## src/rtl/arp_pkg.sv

```systemverilog
// Shared types, limits and state codes for the AT response parser.
package arp_pkg;

  // Response limits; the counter widths below are sized to hold them.
  localparam int MAX_LINES    = 8;
  localparam int MAX_LINE_LEN = 128;

  localparam int CNT_W = 4;  // line counter, holds MAX_LINES
  localparam int LEN_W = 8;  // line length, holds MAX_LINE_LEN
  localparam int ST_W  = 5;

  localparam logic [CNT_W-1:0] LINES_LIMIT = CNT_W'(MAX_LINES);
  localparam logic [LEN_W-1:0] LEN_LIMIT   = LEN_W'(MAX_LINE_LEN);

  // Character codes.
  localparam logic [7:0] CH_CR   = 8'd13;
  localparam logic [7:0] CH_LF   = 8'd10;
  localparam logic [7:0] CH_O    = 8'h4F;
  localparam logic [7:0] CH_K    = 8'h4B;
  localparam logic [7:0] CH_E    = 8'h45;
  localparam logic [7:0] CH_R    = 8'h52;
  localparam logic [7:0] CH_PLUS = 8'h2B;
  localparam logic [7:0] CH_LO   = 8'd32;   // first printable
  localparam logic [7:0] CH_HI   = 8'd126;  // last printable

  // Parser state codes.
  localparam logic [ST_W-1:0] ST_IDLE    = 5'd0;
  localparam logic [ST_W-1:0] ST_LF1     = 5'd1;
  localparam logic [ST_W-1:0] ST_FIRST   = 5'd2;
  localparam logic [ST_W-1:0] ST_OK_K    = 5'd3;
  localparam logic [ST_W-1:0] ST_OK_CR   = 5'd4;
  localparam logic [ST_W-1:0] ST_OK_LF   = 5'd5;
  localparam logic [ST_W-1:0] ST_E_R1    = 5'd7;
  localparam logic [ST_W-1:0] ST_E_R2    = 5'd8;
  localparam logic [ST_W-1:0] ST_E_O     = 5'd9;
  localparam logic [ST_W-1:0] ST_E_R3    = 5'd10;
  localparam logic [ST_W-1:0] ST_E_CR    = 5'd11;
  localparam logic [ST_W-1:0] ST_E_LF    = 5'd12;
  localparam logic [ST_W-1:0] ST_TEXT    = 5'd14;
  localparam logic [ST_W-1:0] ST_TEXT_LF = 5'd15;
  localparam logic [ST_W-1:0] ST_NEXT    = 5'd16;
  localparam logic [ST_W-1:0] ST_FIN_LF  = 5'd17;
  localparam logic [ST_W-1:0] ST_FIN     = 5'd18;

  // Result status codes.
  localparam logic [1:0] STATUS_BUSY  = 2'd0;
  localparam logic [1:0] STATUS_DONE  = 2'd1;
  localparam logic [1:0] STATUS_FAULT = 2'd2;

  // Parser context carried from byte to byte.
  typedef struct packed {
    logic [ST_W-1:0]  pstate;
    logic [LEN_W-1:0] cur_length;
    logic [CNT_W-1:0] line_counter;
  } arp_ctx_t;

  // One result item.
  typedef struct packed {
    logic [1:0] status;
    logic [3:0] line_total;
    logic       char_valid;
    logic [7:0] char_value;
    logic [2:0] char_line;
    logic [6:0] char_col;
    logic       line_done;
    logic [7:0] line_length;
  } arp_result_t;

endpackage

```

## src/rtl/at_response_parser_top.sv

```systemverilog
// Top level of the AT response parser: input register, parse step, result register.
//
//   channel   | handshake            | payload
//   ----------+----------------------+-------------------------------------------
//   input     | in_valid / in_ready  | byte_value
//   result    | out_valid / out_ready| status, line_total, char_*, line_done,
//             |                      | line_length
//   config    | cfg_write            | cfg_data (special_mode)
//
// Each byte passes through the input register, then the parse step runs and the result
// register loads. One byte per cycle is sustained while the result side does not stall;
// the parser context updates as the result register loads.
// A stall on the result side holds both registers; the input register still
// takes a byte while it is empty. Reset clears the context, mode and valid flags.
module at_response_parser_top
  import arp_pkg::*;
(
  input  logic       clk,
  input  logic       rst,
  input  logic       cfg_write,
  input  logic       cfg_data,
  input  logic       in_valid,
  output logic       in_ready,
  input  logic [7:0] byte_value,
  output logic       out_valid,
  input  logic       out_ready,
  output logic [1:0] status,
  output logic [3:0] line_total,
  output logic       char_valid,
  output logic [7:0] char_value,
  output logic [2:0] char_line,
  output logic [6:0] char_col,
  output logic       line_done,
  output logic [7:0] line_length
);

  logic        special_mode;
  logic        hold_valid;
  logic [7:0]  hold_byte;
  logic        advance;
  arp_ctx_t    ctx;
  arp_ctx_t    ctx_next;
  arp_result_t step_result;
  arp_result_t result;

  assign advance  = hold_valid && (!out_valid || out_ready);
  assign in_ready = !hold_valid || advance;

  // Mode register.
  always_ff @(posedge clk) begin
    if (rst) begin
      special_mode <= 1'b0;
    end else if (cfg_write) begin
      special_mode <= cfg_data;
    end
  end

  // Input register.
  always_ff @(posedge clk) begin
    if (rst) begin
      hold_valid <= 1'b0;
    end else if (in_ready) begin
      hold_valid <= in_valid;
    end
  end

  always_ff @(posedge clk) begin
    if (in_ready && in_valid) begin
      hold_byte <= byte_value;
    end
  end

  // Parse step.
  arp_step u_step (
    .ctx          (ctx),
    .byte_value   (hold_byte),
    .special_mode (special_mode),
    .ctx_next     (ctx_next),
    .result       (step_result)
  );

  // Parser context advances with each byte that moves to the result register.
  always_ff @(posedge clk) begin
    if (rst) begin
      ctx <= '{pstate: ST_IDLE, cur_length: '0, line_counter: '0};
    end else if (advance) begin
      ctx <= ctx_next;
    end
  end

  // Result register.
  always_ff @(posedge clk) begin
    if (rst) begin
      out_valid <= 1'b0;
    end else if (advance) begin
      out_valid <= 1'b1;
    end else if (out_ready) begin
      out_valid <= 1'b0;
    end
  end

  always_ff @(posedge clk) begin
    if (advance) begin
      result <= step_result;
    end
  end

  assign status      = result.status;
  assign line_total  = result.line_total;
  assign char_valid  = result.char_valid;
  assign char_value  = result.char_value;
  assign char_line   = result.char_line;
  assign char_col    = result.char_col;
  assign line_done   = result.line_done;
  assign line_length = result.line_length;

endmodule

```

## src/rtl/arp_step.sv

```systemverilog
// Combinational per-byte parse step: next context and result for one byte.
module arp_step
  import arp_pkg::*;
(
  input  arp_ctx_t    ctx,
  input  logic [7:0]  byte_value,
  input  logic        special_mode,
  output arp_ctx_t    ctx_next,
  output arp_result_t result
);

  logic       printable;
  logic       lines_full;
  logic       fault;
  logic       done;
  logic       capture;
  logic [ST_W-1:0] ns;

  assign printable  = (byte_value >= CH_LO) && (byte_value <= CH_HI);
  assign lines_full = (ctx.line_counter >= LINES_LIMIT);

  // State transition and result selection.
  always_comb begin
    ns       = ctx.pstate;
    fault    = 1'b0;
    done     = 1'b0;
    capture  = 1'b0;
    ctx_next = ctx;
    result   = '0;
    result.line_total = ctx.line_counter;

    case (ctx.pstate)
      ST_IDLE: begin
        if (byte_value == CH_CR) ns = ST_LF1; else fault = 1'b1;
      end
      ST_LF1: begin
        if (byte_value == CH_LF) ns = special_mode ? ST_TEXT : ST_FIRST;
        else fault = 1'b1;
      end
      ST_FIRST: begin
        if (byte_value == CH_O) ns = ST_OK_K;
        else if (byte_value == CH_E) ns = ST_E_R1;
        else if (byte_value == CH_PLUS) ns = ST_TEXT;
        else fault = 1'b1;
      end
      ST_OK_K: begin
        if (byte_value == CH_K) ns = ST_OK_CR; else fault = 1'b1;
      end
      ST_OK_CR: begin
        if (byte_value == CH_CR) ns = ST_OK_LF; else fault = 1'b1;
      end
      ST_OK_LF: begin
        if (byte_value == CH_LF) done = 1'b1; else fault = 1'b1;
      end
      ST_E_R1: begin
        if (byte_value == CH_R) ns = ST_E_R2; else fault = 1'b1;
      end
      ST_E_R2: begin
        if (byte_value == CH_R) ns = ST_E_O; else fault = 1'b1;
      end
      ST_E_O: begin
        if (byte_value == CH_O) ns = ST_E_R3; else fault = 1'b1;
      end
      ST_E_R3: begin
        if (byte_value == CH_R) ns = ST_E_CR; else fault = 1'b1;
      end
      ST_E_CR: begin
        if (byte_value == CH_CR) ns = ST_E_LF; else fault = 1'b1;
      end
      ST_E_LF: begin
        if (byte_value == CH_LF) done = 1'b1; else fault = 1'b1;
      end
      ST_TEXT: begin
        if (lines_full) fault = 1'b1;
        else if (printable) capture = 1'b1;
        else if (byte_value == CH_CR) ns = ST_TEXT_LF;
        else fault = 1'b1;
      end
      ST_TEXT_LF: begin
        // Line end: report the length and count the line.
        if (byte_value == CH_LF && !lines_full) begin
          result.line_done     = 1'b1;
          result.line_length   = ctx.cur_length;
          ctx_next.line_counter = ctx.line_counter + CNT_W'(1);
          result.line_total    = ctx.line_counter + CNT_W'(1);
          ctx_next.cur_length  = '0;
          ns = ST_NEXT;
        end else begin
          fault = 1'b1;
        end
      end
      ST_NEXT: begin
        if (byte_value == CH_CR) ns = ST_FIN_LF;
        else if (!special_mode && byte_value == CH_PLUS) ns = ST_TEXT;
        else if (special_mode && printable && !lines_full) begin
          ns = ST_TEXT;
          capture = 1'b1;
        end else begin
          fault = 1'b1;
        end
      end
      ST_FIN_LF: begin
        if (byte_value == CH_LF) ns = ST_FIN; else fault = 1'b1;
      end
      ST_FIN: begin
        if (byte_value == CH_E) ns = ST_E_R1;
        else if (byte_value == CH_O) ns = ST_OK_K;
        else fault = 1'b1;
      end
      default: begin
        fault = 1'b1;
      end
    endcase

    // Character capture, with the line length limit.
    if (capture) begin
      if (ctx.cur_length >= LEN_LIMIT) begin
        fault = 1'b1;
      end else begin
        result.char_valid   = 1'b1;
        result.char_value   = byte_value;
        result.char_line    = ctx.line_counter[2:0];
        result.char_col     = ctx.cur_length[6:0];
        ctx_next.cur_length = ctx.cur_length + LEN_W'(1);
        ns = ST_TEXT;
      end
    end

    // Faults clear the per-byte report; faults and completion return to idle.
    if (fault) begin
      result.status      = STATUS_FAULT;
      result.char_valid  = 1'b0;
      result.char_value  = '0;
      result.char_line   = '0;
      result.char_col    = '0;
      result.line_done   = 1'b0;
      result.line_length = '0;
    end else if (done) begin
      result.status = STATUS_DONE;
    end
    if (fault || done) begin
      ns = ST_IDLE;
      ctx_next.cur_length   = '0;
      ctx_next.line_counter = '0;
    end
    ctx_next.pstate = ns;
  end

endmodule

```

## config.mk

```make
export PLATFORM = sky130hd
export DESIGN_NAME = at_response_parser_top
export DESIGN_NICKNAME = d
export VERILOG_FILES = /design/src/rtl/arp_pkg.sv /design/src/rtl/at_response_parser_top.sv /design/src/rtl/arp_step.sv
export SDC_FILE = /design/constraint.sdc
export NUM_CORES = 1
export LEC_CHECK = 0
export BUFFER_PORTS_ARGS = -buffer_cell sky130_fd_sc_hd__buf_2
export CAP_MARGIN = 5
export CORE_MARGIN = 5
export CORE_UTILIZATION = 58
export CTS_CLUSTER_DIAMETER = 120
export CTS_CLUSTER_SIZE = 25
export DETAILED_ROUTE_END_ITERATION = 8
export PLACE_DENSITY = 0.8
export RECOVER_POWER = 50
export SYNTH_ARGS = -nofsm -noshare
export SYNTH_HDL_FRONTEND = slang
export SYNTH_HIERARCHICAL = 1
export SYNTH_SLANG_ARGS = --single-unit
```

## constraint.sdc

```tcl
create_clock -name clk -period 3.1 [get_ports clk]
set_clock_uncertainty 0.05 [all_clocks]
set_input_delay 0.93 -clock clk [delete_from_list [all_inputs] [get_ports clk]]
set_output_delay 0.93 -clock clk [all_outputs]
set_load 0.02 [all_outputs]
```

Word-level counts from Yosys, hierarchy flattened --
Cells that the tools add are included.
Storage, ports and cells: register bits 62, bits of input ports 14, output and inout bits 36
Operators by class: muxes and demuxes 65, magnitude comparators 4, eq/ne operators 23, add/sub/neg operators 2, bitwise operators 3, reduce and logical (&&, ||, !) cells 27
Operator list (count):
- two-way mux 5 bit | 25
- one-hot mux 5 bit (15 select lines) | 1
- two-way mux 12 bit | 3
- == test 5 x 4 -> 1 bit, second input constant | 7
- == test 8 x 7 -> 1 bit, second input constant | 4
- two-way mux 1 bit | 27
- two-way mux 19 bit | 1
- == test 8 x 4 -> 1 bit, second input constant | 2
- two-way mux 8 bit | 2
- == test 5 x 3 -> 1 bit, second input constant | 3
- == test 5 bit, second input constant | 3
- two-way mux 4 bit | 3
- OR reduction 3 bit | 4
- == test 5 x 2 -> 1 bit, second input constant | 2
- one-hot mux 1 bit (10 select lines) | 1
- two-way mux 9 bit | 1
- adder 8 x 1 -> 8 bit, second input constant | 1
- == test 8 x 6 -> 1 bit, second input constant | 1
- >= comparator 8 x 6 -> 1 bit, second input constant | 1
- >= comparator 8 bit, second input constant | 1
- <= comparator 8 x 7 -> 1 bit, second input constant | 1
- logical AND 1 bit | 7
- nonzero test 2 bit | 3
- OR reduction 2 bit | 3
- 10 further kinds | 17

Logic depth before layout (Yosys ltp) --
depth after elaboration 13, depth in mapped cells 11, depth with buffers taken out 8

By module --
Netlist, hierarchy kept.
Modules (own cells, without submodules):
- at_response_parser_top | cells an instance 129, area each 2144.6 µm², times used 1
- arp_step | cells an instance 245, area each 1542.7 µm², times used 1

Worst setup path after synthesis --
OpenSTA, ideal clock, no wires.
path type reg-to-reg, start point register hold_byte[5], end point register ctx[13] (netlist name), stages on the path, launching flop included 11, data required time 2.978 ns, arrival 2.186 ns, slack 0.792 ns, cell sequence edfxtp_1 nor4_4 nand4_1 buf_2 a32o_1 nor4b_4 nand3b_2 buf_6 a41oi_2 nand2b_1 mux2i_1
RTL lines:
- from (decl) | line at_response_parser_top.sv:39 | logic [7:0] hold_byte;
- from (signal assigned) | line at_response_parser_top.sv:69 | hold_byte <= byte_value;

==> flow_metrics.env <==
export IMPL_clockRootBuffer="clkbuf_8"
export IMPL_hold_viol=0
export IMPL_cp_max_fo=15
export IMPL_cts_tree="done"
export IMPL_syn_nets=392
export IMPL_path_clk_slew_ns=0.08
export IMPL_required_ns=3.30
export IMPL_regArea_um2=1660
export IMPL_wl_per_cell_um=18.3
export IMPL_cap_violations=0
export IMPL_overflow=0
export IMPL_cts_max_level=3
export IMPL_synth_edf_count=42
export IMPL_clk_path_buf_depth=2
export IMPL_area_growth_pct=15.1
export IMPL_period_share_pct=92.3
export IMPL_p_per_area_nw_per_um2=472
export IMPL_startpoint_type="flip-flop"
export IMPL_drtAntennaViolNets=0
export IMPL_filler_cell_count=502
export IMPL_period_needed_ns=2.86
export IMPL_ys_flop_type="edfxtp_1"
export IMPL_dr_pass1_iters=5
export IMPL_dieHeight_um=89.7
export IMPL_ctsResizeCount=0
export IMPL_yosys_warnings=6
export IMPL_syn_inst=374
export IMPL_layout_drive_gt1_share_pct=16.0
export IMPL_viasPerCell=6.17
export IMPL_multi_input_area_um2=1840
export IMPL_post_cts_buffers=0
export IMPL_final_instance_count_excl_fill=507
export IMPL_die_area_um2=8050
export IMPL_grt_pass1_wl_um=15000
export IMPL_max_freq_ghz=0.349
export IMPL_synthesis_area_um2=3690
export IMPL_power_total_mw=2.00
export IMPL_end_kind="flip-flop"
export IMPL_hold_path_class="reg2reg"
export IMPL_yosysSeqAreaShare_pct=45.1
export IMPL_finalSetupTns_ns=0
export IMPL_rr_startpoint="hold_byte[5]$_DFFE_PP_"
export IMPL_n_antenna_cell=0
export IMPL_async_reset_ff_share_pct=0
export IMPL_clk_latency_ns=0.34
export IMPL_outcome="completed"
export IMPL_die_w_um=89.7
export IMPL_dp_hpwl_um=6520
export IMPL_route_vias_total=3126
export IMPL_slew_violations=0
export IMPL_antenna_found_initial=0
export IMPL_synth_seq_cells=62
export IMPL_core_um2=6280
export IMPL_grt_max_degree=52
export IMPL_grt_util_all_layers_pct=22.7
export IMPL_port_buffers=49
export IMPL_leakage_nw=1.49
export IMPL_cts_sinks=62
export IMPL_irDropWorstVdd_uv=368
export IMPL_drc=0
export IMPL_gp_congestion=0.983
export IMPL_num_rows=29
export IMPL_finalSetupViolCount=0
export IMPL_postCtsHoldBufs=0
export IMPL_grt_pass1_vias=2921
export IMPL_io_pins=50
export IMPL_avgSynthCellArea_um2=9.86
export IMPL_place_inst=491
export IMPL_drt_iter0_markers=267
export IMPL_hold_ws_ns=0.464
export IMPL_start_util_pct=58.7
export IMPL_crit_path_start="hold_byte[5]$_DFFE_PP_"
export IMPL_rsz0062_at_grt="false"
export IMPL_routed_wl_um=9290
export IMPL_slew_headroom_pct=8.28
export IMPL_worst_pin_slew_ns=1.38
export IMPL_num_nets_final=443
export IMPL_worst_setup_path_type="reg2reg"
export IMPL_cts_made_buffers=9
export IMPL_synth_cell_type_count=62
export IMPL_hold_start="hold_valid$_SDFFE_PP0P_"
export IMPL_arrival_ns=3.07
final timing paths:
kind	end	slack (ns)	cells past startpoint
setup / recovery	ctx[10]$_SDFFE_PP0P_	0.24	9
hold / removal	out_valid$_SDFFE_PP0P_	0.46	2
setup reg to reg	ctx[10]$_SDFFE_PP0P_	0.24	9
hold reg to reg	out_valid$_SDFFE_PP0P_	0.46	2
synthesized netlist by cell type (all sizes together) (4+ instances only):
cell | n | area (µm²)
and3 | 19 | 119
clkbuf | 11 | 41.3
nor2 | 18 | 67.6
a21oi | 17 | 85.1
nand2 | 19 | 71.3
edfxtp | 42 | 1260
or2 | 5 | 31.3
nand3 | 11 | 55.1
mux2i | 20 | 200
inv | 13 | 48.8
and2 | 8 | 50.1
xnor2 | 5 | 43.8
nand3b | 5 | 41.3
buf | 15 | 97.6
a31oi | 5 | 31.3
ha | 4 | 50.1
o21ai | 10 | 50.1
nand4b | 5 | 43.8
nand2b | 39 | 244
nor4 | 5 | 46.3
nor2b | 11 | 78.8
nand4 | 6 | 37.5
dfxtp | 20 | 400
nor3 | 18 | 95.1
through the flow:
step	utilization, %	worst slack, ns	area [µm²]
6_report	67.6	0.239	4240
5_1_grt	67.6	0.0363	4240
4_1_cts	68.4	0.310	4290
3_5_place_dp	64.1	0.336	4020
3_3_place_gp	64.1	0.361	4020
2_1_floorplan	-	0.792	3690
routing by layer:
layer  up-vias  part of all wire, %  global-route usage (%)
li1       1469                    -                       -
met1      1465                   44                    31.4
met2       165                   45                    35.1
met3        27                  8.3                    5.26
met4         0                  2.6                    7.93
met5         -                    0                       0
critical path: stages, from the launching register on:
cell	delay, ns
edfxtp_1	0.54
nor4b_4	0.43
a2111oi_0	0.17
buf_4	0.18
o21ba_2	0.23
o2111ai_1	0.17
nand3b_2	0.48
nor3_1	0.29
nand2b_1	0.10
mux2i_1	0.13
logic make-up after synthesis:
group / count (synthesis) / share of synthesized area, %
and+or+nand+nor: 182 / 30.3
DFF: 62 / 45.1
AOI/OAI and AO/OA: 61 / 11.5
buffers and inverters: 39 / 5.09
muxes: 20 / 5.43
xor gates and xnor gates: 5 / 1.19
adders and majority gates: 4 / 1.36
other: 1 / 0.102
cells in the final DEF (no fill, tap or decap), types with 9 or more instances in the layout:
master	count
edfxtp_1	42
nand2b_1	39
clkbuf_1	29
buf_2	21
mux2i_1	20
dfxtp_1	20
nand2_1	19
and3_1	19
nor2_1	18
a21oi_1	17
nor3_1	17
buf_4	15
inv_1	13
nand3_1	11
nor2b_1	10
o21ai_0	10
clkbuf_8	9
power by group:
part           leakage [nW]  internal [mW]  switching [mW]  total, mW
Sequential            0.535          0.912          0.0205      0.933
Clock                 0.130          0.619           0.333      0.952
Combinational         0.828         0.0403          0.0795      0.120
sequential cells by signal, indices dropped and copies added (netlist names):
register,flops
char_valid,1
hold_byte,8
ctx,17
line_total,4
line_done,1
status,2
char_line,3
char_value,8
char_col,7
out_valid,1
line_length,8
special_mode,1
hold_valid,1
area by class of cell:
type | count | area share (%)
Multi-Input combinational cell | 273 | 43.3
Timing Repair Buffer | 66 | 7.81
Sequential cell | 62 | 39.2
Clock buffer | 9 | 2.92
Clock inverter | 7 | 3.42
Tap cell | 77 | 2.27
Inverter | 13 | 1.15
Power figures use the tool's default switching activity.
